==> config.mk <==
export PLATFORM = sky130hd
export DESIGN_NAME = apsp_ctrl
export DESIGN_NICKNAME = d
export VERILOG_FILES = /design/src/design/apsp_pkg.sv /design/src/design/apsp_ctrl.sv
export SDC_FILE = /design/constraint.sdc
export NUM_CORES = 1
export LEC_CHECK = 0
export BUFFER_PORTS_ARGS = -buffer_cell sky130_fd_sc_hd__buf_4
export CORE_UTILIZATION = 35
export DETAILED_ROUTE_END_ITERATION = 10
export PLACE_DENSITY_LB_ADDON = 0.2
export SLEW_MARGIN = 40
export SYNTH_ARGS = -nofsm -noshare
export SYNTH_HDL_FRONTEND = slang
export SYNTH_SLANG_ARGS = --single-unit
==> constraint.sdc <==
create_clock -name clk -period 2.7 [get_ports clk]
set_clock_uncertainty 0.15 [all_clocks]
set_input_delay 0.135 -clock clk [delete_from_list [all_inputs] [get_ports clk]]
set_output_delay 0.135 -clock clk [all_outputs]
set_load 0.02 [all_outputs]
==> src/design/apsp_pkg.sv <==
package apsp_pkg;

	localparam int MAX_VERTICES = 16;
	localparam int VTX_W = 4;
	localparam int CNT_W = 5;
	localparam int DIST_W = 16;
	localparam int ADDR_W = 2 * VTX_W;
	localparam int CELLS = MAX_VERTICES * MAX_VERTICES;
	localparam logic [DIST_W-1:0] INF = {DIST_W{1'b1}};

	localparam logic [1:0] ACT_CLEAR = 2'd0;
	localparam logic [1:0] ACT_LOAD = 2'd1;
	localparam logic [1:0] ACT_RUN = 2'd2;
	localparam logic [1:0] ACT_QUERY = 2'd3;

	typedef logic [VTX_W-1:0] vtx_t;
	typedef logic [DIST_W-1:0] dist_t;
	typedef logic [ADDR_W-1:0] addr_t;

	typedef struct packed {
		logic capture;
		logic clear;
		logic load;
		logic piv_rd;
		logic piv_latch;
		logic row_rd;
		logic q_init;
		logic q_rd;
		logic out_load;
		logic out_query;
		vtx_t k;
		vtx_t r;
		vtx_t c;
		vtx_t nm1;
	} dp_cmd_t;

	typedef struct packed {
		logic q_in_range;
	} dp_sts_t;

	function automatic dist_t sat_add(input dist_t a, input dist_t b);
		logic [DIST_W:0] s;
		s = {1'b0, a} + {1'b0, b};
		if (a == INF || b == INF || s >= {1'b0, INF}) begin
			return INF;
		end
		return s[DIST_W-1:0];
	endfunction

	function automatic dist_t cell_init(input addr_t a);
		return (a[ADDR_W-1:VTX_W] == a[VTX_W-1:0]) ? '0 : INF;
	endfunction

endpackage

==> src/design/apsp_ctrl.sv <==
module apsp_ctrl (
	input  logic                clk,
	input  logic                arst_n,
	input  logic                cfg_we,
	input  logic [4:0]          cfg_wdata,
	input  logic                in_valid,
	output logic                in_ready,
	input  logic [1:0]          in_action,
	output logic                out_valid,
	input  logic                out_ready,
	output apsp_pkg::dp_cmd_t   cmd,
	input  apsp_pkg::dp_sts_t   sts
);
	import apsp_pkg::*;

	localparam logic [3:0] S_IDLE = 4'd0;
	localparam logic [3:0] S_EXEC = 4'd1;
	localparam logic [3:0] S_PIV = 4'd2;
	localparam logic [3:0] S_LATCH = 4'd3;
	localparam logic [3:0] S_ROW = 4'd4;
	localparam logic [3:0] S_TAIL = 4'd5;
	localparam logic [3:0] S_QSTART = 4'd6;
	localparam logic [3:0] S_QSCAN = 4'd7;
	localparam logic [3:0] S_QTAIL = 4'd8;
	localparam logic [3:0] S_FIN = 4'd9;

	logic [3:0] state_q, state_d;
	logic [CNT_W-1:0] vcount_q;
	logic [1:0] act_q;
	vtx_t k_q, r_q, c_q, nm1;
	logic out_valid_q;
	logic accept;

	always_comb begin
		if (vcount_q == '0) begin
			nm1 = '0;
		end else if (vcount_q > CNT_W'(MAX_VERTICES)) begin
			nm1 = VTX_W'(MAX_VERTICES - 1);
		end else begin
			nm1 = VTX_W'(vcount_q - 1'b1);
		end
	end

	assign in_ready = (state_q == S_IDLE);
	assign accept = in_valid && in_ready;
	assign out_valid = out_valid_q;

	always_comb begin
		cmd = '0;
		cmd.k = k_q;
		cmd.r = r_q;
		cmd.c = c_q;
		cmd.nm1 = nm1;
		cmd.out_query = (act_q == ACT_QUERY);
		state_d = state_q;
		case (state_q)
			S_IDLE: begin
				if (accept) begin
					cmd.capture = 1'b1;
					case (in_action)
						ACT_RUN: state_d = S_PIV;
						ACT_QUERY: state_d = S_QSTART;
						default: state_d = S_EXEC;
					endcase
				end
			end
			S_EXEC: begin
				cmd.clear = (act_q == ACT_CLEAR);
				cmd.load = (act_q == ACT_LOAD);
				state_d = S_FIN;
			end
			S_PIV: begin
				cmd.piv_rd = 1'b1;
				state_d = S_LATCH;
			end
			S_LATCH: begin
				cmd.piv_latch = 1'b1;
				state_d = S_ROW;
			end
			S_ROW: begin
				cmd.row_rd = 1'b1;
				if (c_q == nm1) begin
					state_d = (r_q == nm1 && k_q == nm1) ? S_TAIL : S_PIV;
				end
			end
			S_TAIL: state_d = S_FIN;
			S_QSTART: begin
				cmd.q_init = 1'b1;
				state_d = sts.q_in_range ? S_QSCAN : S_FIN;
			end
			S_QSCAN: begin
				cmd.q_rd = 1'b1;
				if (c_q == nm1) begin
					state_d = S_QTAIL;
				end
			end
			S_QTAIL: state_d = S_FIN;
			S_FIN: begin
				if (!out_valid_q || out_ready) begin
					cmd.out_load = 1'b1;
					state_d = S_IDLE;
				end
			end
			default: state_d = S_IDLE;
		endcase
	end

	always_ff @(posedge clk or negedge arst_n) begin
		if (!arst_n) begin
			state_q <= S_IDLE;
			vcount_q <= CNT_W'(MAX_VERTICES);
			act_q <= ACT_CLEAR;
			k_q <= '0;
			r_q <= '0;
			c_q <= '0;
			out_valid_q <= 1'b0;
		end else begin
			state_q <= state_d;
			if (cfg_we) begin
				vcount_q <= cfg_wdata;
			end
			if (accept) begin
				act_q <= in_action;
				k_q <= '0;
				r_q <= '0;
				c_q <= '0;
			end
			if (cmd.row_rd || cmd.q_rd) begin
				if (c_q == nm1) begin
					c_q <= '0;
					if (cmd.row_rd) begin
						if (r_q == nm1) begin
							r_q <= '0;
							k_q <= k_q + 1'b1;
						end else begin
							r_q <= r_q + 1'b1;
						end
					end
				end else begin
					c_q <= c_q + 1'b1;
				end
			end
			if (cmd.out_load) begin
				out_valid_q <= 1'b1;
			end else if (out_ready) begin
				out_valid_q <= 1'b0;
			end
		end
	end

endmodule

## Yosys cells after proc, flatten, opt, wreduce, memory -nomap -nowiden

Cells that the tools add are included.

- Bits in registers: 24
- Word-level logic and storage cells: 79
- Bits of input ports: 13
- Output and inout port bits: 28

- Reductions and logical operators: 12
- Order comparisons: 1
- Equal/unequal tests: 20
- Muxes and demuxes: 35
- $add $sub $neg: 4

Operators with widths:

| operator | number |
|---|---|
| $mux 4 | 20 |
| $pmux 4 s8 | 1 |
| $eq 4x3->1 const B | 4 |
| $add 4x1->4 const B | 3 |
| $eq 4x4->1 | 3 |
| $mux 1 | 11 |
| $eq 4x2->1 const B | 2 |
| $eq 4x4->1 const B | 2 |
| $eq 2x2->1 const B | 3 |
| $ne 2x2->1 const B | 3 |
| $pmux 3 s2 | 1 |
| $gt 5x5->1 const B | 1 |
| $logic_not 5->1 | 1 |
| $eq 4x1->1 const B | 1 |
| $logic_not 4->1 | 1 |
| $reduce_and 4->1 | 1 |
| $reduce_bool 2->1 | 2 |
| $sub 4x1->4 const B | 1 |
| $mux 3 | 1 |
| $reduce_or 3->1 | 1 |
| $eq 2x1->1 const B | 1 |
| $logic_and 1x1->1 | 2 |
| $logic_not 2->1 | 1 |
| $logic_or 1x1->1 | 2 |
| other kinds (3) | 3 |

## Longest topological paths before layout

- Depth in word-level cells: 8
- Depth in mapped cells: 9
- Depth with buffers taken out: 9

## Worst setup path after synthesis

OpenSTA, ideal clock, no wires.

- Path kind: register to register
- From: register state_q[1]
- To: register r_q[2]
- Library setup time: 0.124 ns
- Setup slack: 0.209 ns
- Arrival time: 2.217 ns
- Cell stages (with the launch flop): 6
- Buffers on the path: 1
- Cells stage by stage: dfrtp_1 > clkbuf_1 > nor4_1 > nand2_1 > and2_1 > a211o_1

- Cells in the longest elaborated chain, start to end: 6

Ends and longest elaborated chain:

| item | RTL line | source |
|---|---|---|
| start: declaration | apsp_ctrl.sv:27 | `logic [3:0] state_q, state_d;` |
| start signal: assignment | apsp_ctrl.sv:118 | `state_q <= state_d;` |
| $logic_not 4->1 * | apsp_ctrl.sv:44 | `assign in_ready = (state_q == S_IDLE);` |
| via in_ready | apsp_ctrl.sv:7 | `output logic in_ready,` |
| $logic_and 1x1->1 * | apsp_ctrl.sv:45 | `assign accept = in_valid && in_ready;` |
| $mux 4 * | apsp_ctrl.sv:122 | `if (accept) begin` |
| $mux 4 | apsp_ctrl.sv:131 | `if (cmd.row_rd) begin` |
| $mux 4 | apsp_ctrl.sv:129 | `if (c_q == nm1) begin` |
| $mux 4 * | apsp_ctrl.sv:128 | `if (cmd.row_rd \|\| cmd.q_rd) begin` |
| end signal: assignment | apsp_ctrl.sv:136 | `r_q <= r_q + 1'b1;` |
| end: declaration | apsp_ctrl.sv:30 | `vtx_t k_q, r_q, c_q, nm1;` |

The timed path passes the listed nets; every way through them passes the cells marked *.
A chain may end at the register's enable or synchronous reset.

## Worst setup path in the final report

- From: register vcount_q[0]
- To: register k_q[2]

- Cells in the longest elaborated chain, start to end: 8

Ends and longest elaborated chain:

| item | RTL line | source |
|---|---|---|
| start: declaration | apsp_ctrl.sv:28 | `logic [CNT_W-1:0] vcount_q;` |
| start signal: assignment | apsp_ctrl.sv:111 | `vcount_q <= CNT_W'(MAX_VERTICES);` |
| start signal: assignment | apsp_ctrl.sv:120 | `vcount_q <= cfg_wdata;` |
| $sub 4x1->4 or $gt 5x5->1 (tied branches) | apsp_ctrl.sv:40, apsp_ctrl.sv:37 |  |
| $mux 4 | apsp_ctrl.sv:37 | `end else if (vcount_q > CNT_W'(MAX_VERTICES)) begin` |
| $mux 4 * | apsp_ctrl.sv:35 | `if (vcount_q == '0) begin` |
| $eq 4x4->1 | apsp_ctrl.sv:132 | `if (r_q == nm1) begin` |
| $mux 4 | apsp_ctrl.sv:132 |  |
| $mux 4 | apsp_ctrl.sv:131 |  |
| $mux 4 * | apsp_ctrl.sv:129 |  |
| $mux 4 * | apsp_ctrl.sv:128 |  |
| end signal: assignment | apsp_ctrl.sv:134 | `k_q <= k_q + 1'b1;` |
| end: declaration | apsp_ctrl.sv:30 |  |

Every way passes the cells marked *; elsewhere a longest branch is shown, timed or not.

==> results.toml <==
[grt]
grt_max_degree = 25
grt_pass1_vias = 1303
grt_pass1_wl_um = 5860
grt_antenna_before_repair = 0
grtUsageTotal_pct = 14.4
overflow = 0

[placed_design]
dp_slack_ps = 113
portBuffers = 40
gp_congestion = 0.783
placed_area_sq_um = 1970
dp_hpwl_um = 2640
dp.cells = 258

[routing]
drc = 0
vias = 1388
drt_iter0_markers = 75
detail_route.wl_per_cell_um = 12.9
detail-route-antenna-nets = 0
wirelength_um = 3550
firstDrtPassIters = 4
via_per_inst = 5.07

[synthesis]
dominantRegCellSynth = "dfrtp_1"
synth-xor-area-share_pct = 9.03
synth_area_leaders = "dfrtp_1 36%, xnor2_1 6.5%, nand2_1 3.9%"
synth_edf_count = 0
synthDistinctLibCells = 56
ys_warn_count = 0
async_flop_share_pct = 100
ys_seq_area_share_pct = 37.1
yosysTopAreaCellShare_pct = 35.5
synth_fp_nets = 188
netlist_instances = 171
synth_top_cell_by_area = "dfrtp_1"
syn_avg_cell_area_sq_um = 9.48
synth_area_sq_um = 1620
synth-adder-area-share_pct = 4.40
synth_simple_gate_area_share_pct = 24.7
synthMuxAreaShare_pct = 5.95
synth_top_family_by_area = "simple AND/OR/NAND/NOR gates"
synth_seq_cells = 24
synth_compound_area_share_pct = 13.4

[floorplanning]
core_sq_um = 4410
die_area_sq_um = 4910
die_h_um = 70.0
placementRows = 24
die_width_um = 70.0
ioPinCount = 41
initial_core_util_pct = 36.7

[layout]
layout_commonest_cell = "buf_4"
final_cell_mix = "42 x buf_4, 23 x dfrtp_1, 17 x nand2_1"
synthToLayoutAreaGrowth_pct = 33.4
postLayoutCellArea_sq_um = 2160
diodes = 0
drive_above_1_share_pct = 30.2
instances_no_fill = 274
finalNetCount = 240

[min_path]
hp-class = "primary input to register"
min_from = "out_ready"
hold_end = "out_valid"
hold_depth = 3

[worst_setup_path]
cp-start-kind = "register"
cp.required_ps = 2750
r2r.worst_path.cells = 9
endpoint_kind = "register"
reg2reg_slack_ps = 120
arrival_ps = 2630
crit_fanout = 8
critical_path_class = "register to register"
rr_startpoint = "vcount_q[0]"
r2r_end = "k_q[2]"

[sta]
fin_crit_sh_pct = 95.4
finalHoldWorstSlack_ps = 50.4
final_hold_viol_count = 0
relSlewSlack_pct = 68.8
setup_violations = 0
setup_ws_ps = 124
max_freq_mhz = 388
period_minus_slack_ps = 2580
slew_violations = 0
tightest_slew_ps = 463

[status]
outcome = "complete, no violations"

[power]
cellLeakagePower_nw = 0.998
peakVddDrop_v = 0.000260
powerDensity_nw_per_um2 = 724
finalPower_w = 0.00157

[clock_tree]
h-tree-depth = 1
numCtsBuffers = 3
clock_latency_ps = 270
cts_buffer_depth = 2
cts_tree = "yes"
clockRootBuffer = "clkbuf_8"
numClockSinks = 24
path_clk_slew_ps = 90

[flow_run]
cap_violations = 0
==> metrics by stage <==
stage / TNS [ps] / util (%)
after floorplan: 0 / -
after global placement: 0 / 44.5
after detailed placement: 0 / 44.5
after CTS: 0 / 48.6
after global routing: -6.14 / 49.0
final: 0 / 49.0
==> worst max-delay path by stage <==
stage / from / end / depth (start not counted)
2_1_floorplan: state_q[1] / r_q[2] / 5
3_5_place_dp: vcount_q[0] / k_q[2] / 8
3_3_place_gp: vcount_q[0] / k_q[2] / 8
4_1_cts: vcount_q[0] / k_q[2] / 8
5_1_grt: vcount_q[0] / k_q[2] / 9
6_report: vcount_q[0] / k_q[2] / 9
==> synthesized netlist by cell type (2+ instances only) <==
library cell	number
and4_1	2
inv_1	15
nand2b_1	3
xnor2_1	12
mux2_2	5
nor2_1	6
clkbuf_1	4
dfrtp_1	23
nand2_1	17
mux2i_1	4
a21oi_1	5
a21o_1	2
ha_1	4
a22o_1	2
and2_1	2
o21ai_0	12
nor3_4	2
a31oi_1	2
nor4bb_1	2
nand3_1	5
nor4_1	3
nor3_1	5
==> worst max-delay path, cell delays in order, from the launching register on <==
cell and delay [ps]:
dfrtp_1 410, inv_1 80, ha_1 220, and2b_1 220, nor3_4 290, xnor2_1 160, nor2_4 170, nand4_4 160
or4_1 500, a21oi_1 150
==> routing by layer <==
metal | GRT usage, % | wire (um) | part of all wire (%)
met1 | 19.4 | 1720 | 49
met2 | 24.8 | 1690 | 48
met3 | 2.02 | 105 | 3.0
met4 | 2.67 | 25 | 0.71
met5 | 0 | 0 | 0
==> final cells by class <==
cell class	count	area, sq um
repair buffers	53	425
clock buffers	3	41.3
multi-input cells	125	938
clock inverters	1	30.0
fillers	448	2250
well taps	52	65.1
inverters	16	60.1
flip-flops and latches	24	602
==> registers in the layout (all words and copies together) (netlist names) <==
signal	flops
vcount_q	5
c_q	4
k_q	4
r_q	4
state_q	4
act_q	2
out_valid	1
==> report_power, final <==
part | internal [W] | switching (W)
Clock | 0.000198 | 0.000116
Sequential | 0.000424 | 0.000121
Combinational | 0.000326 | 0.000381
==> logic make-up (layout without fill, tap and decap cells) <==
logic type | Yosys count | after routing
XOR/XNOR | 15 | 15
flip-flops | 24 | 24
AO/OA/AOI/OAI | 33 | 33
adder cells (fa/ha/maj) | 6 | 6
AND/OR/NAND/NOR | 62 | 62
buffers and inverters | 22 | 73
multiplexers | 9 | 9
==> timing repair <==
| action | in CTS | in global routing |
|---|---|---|
| endpoints found under the setup margin | 0 | 2 |
| hold buffers | 11 | 0 |
| buffers inserted | 0 | 1 |
| endpoints found under the hold margin | 31 | 0 |
| resized for setup | 0 | 2 |
No activity file was read; power rests on OpenSTA's default activity.
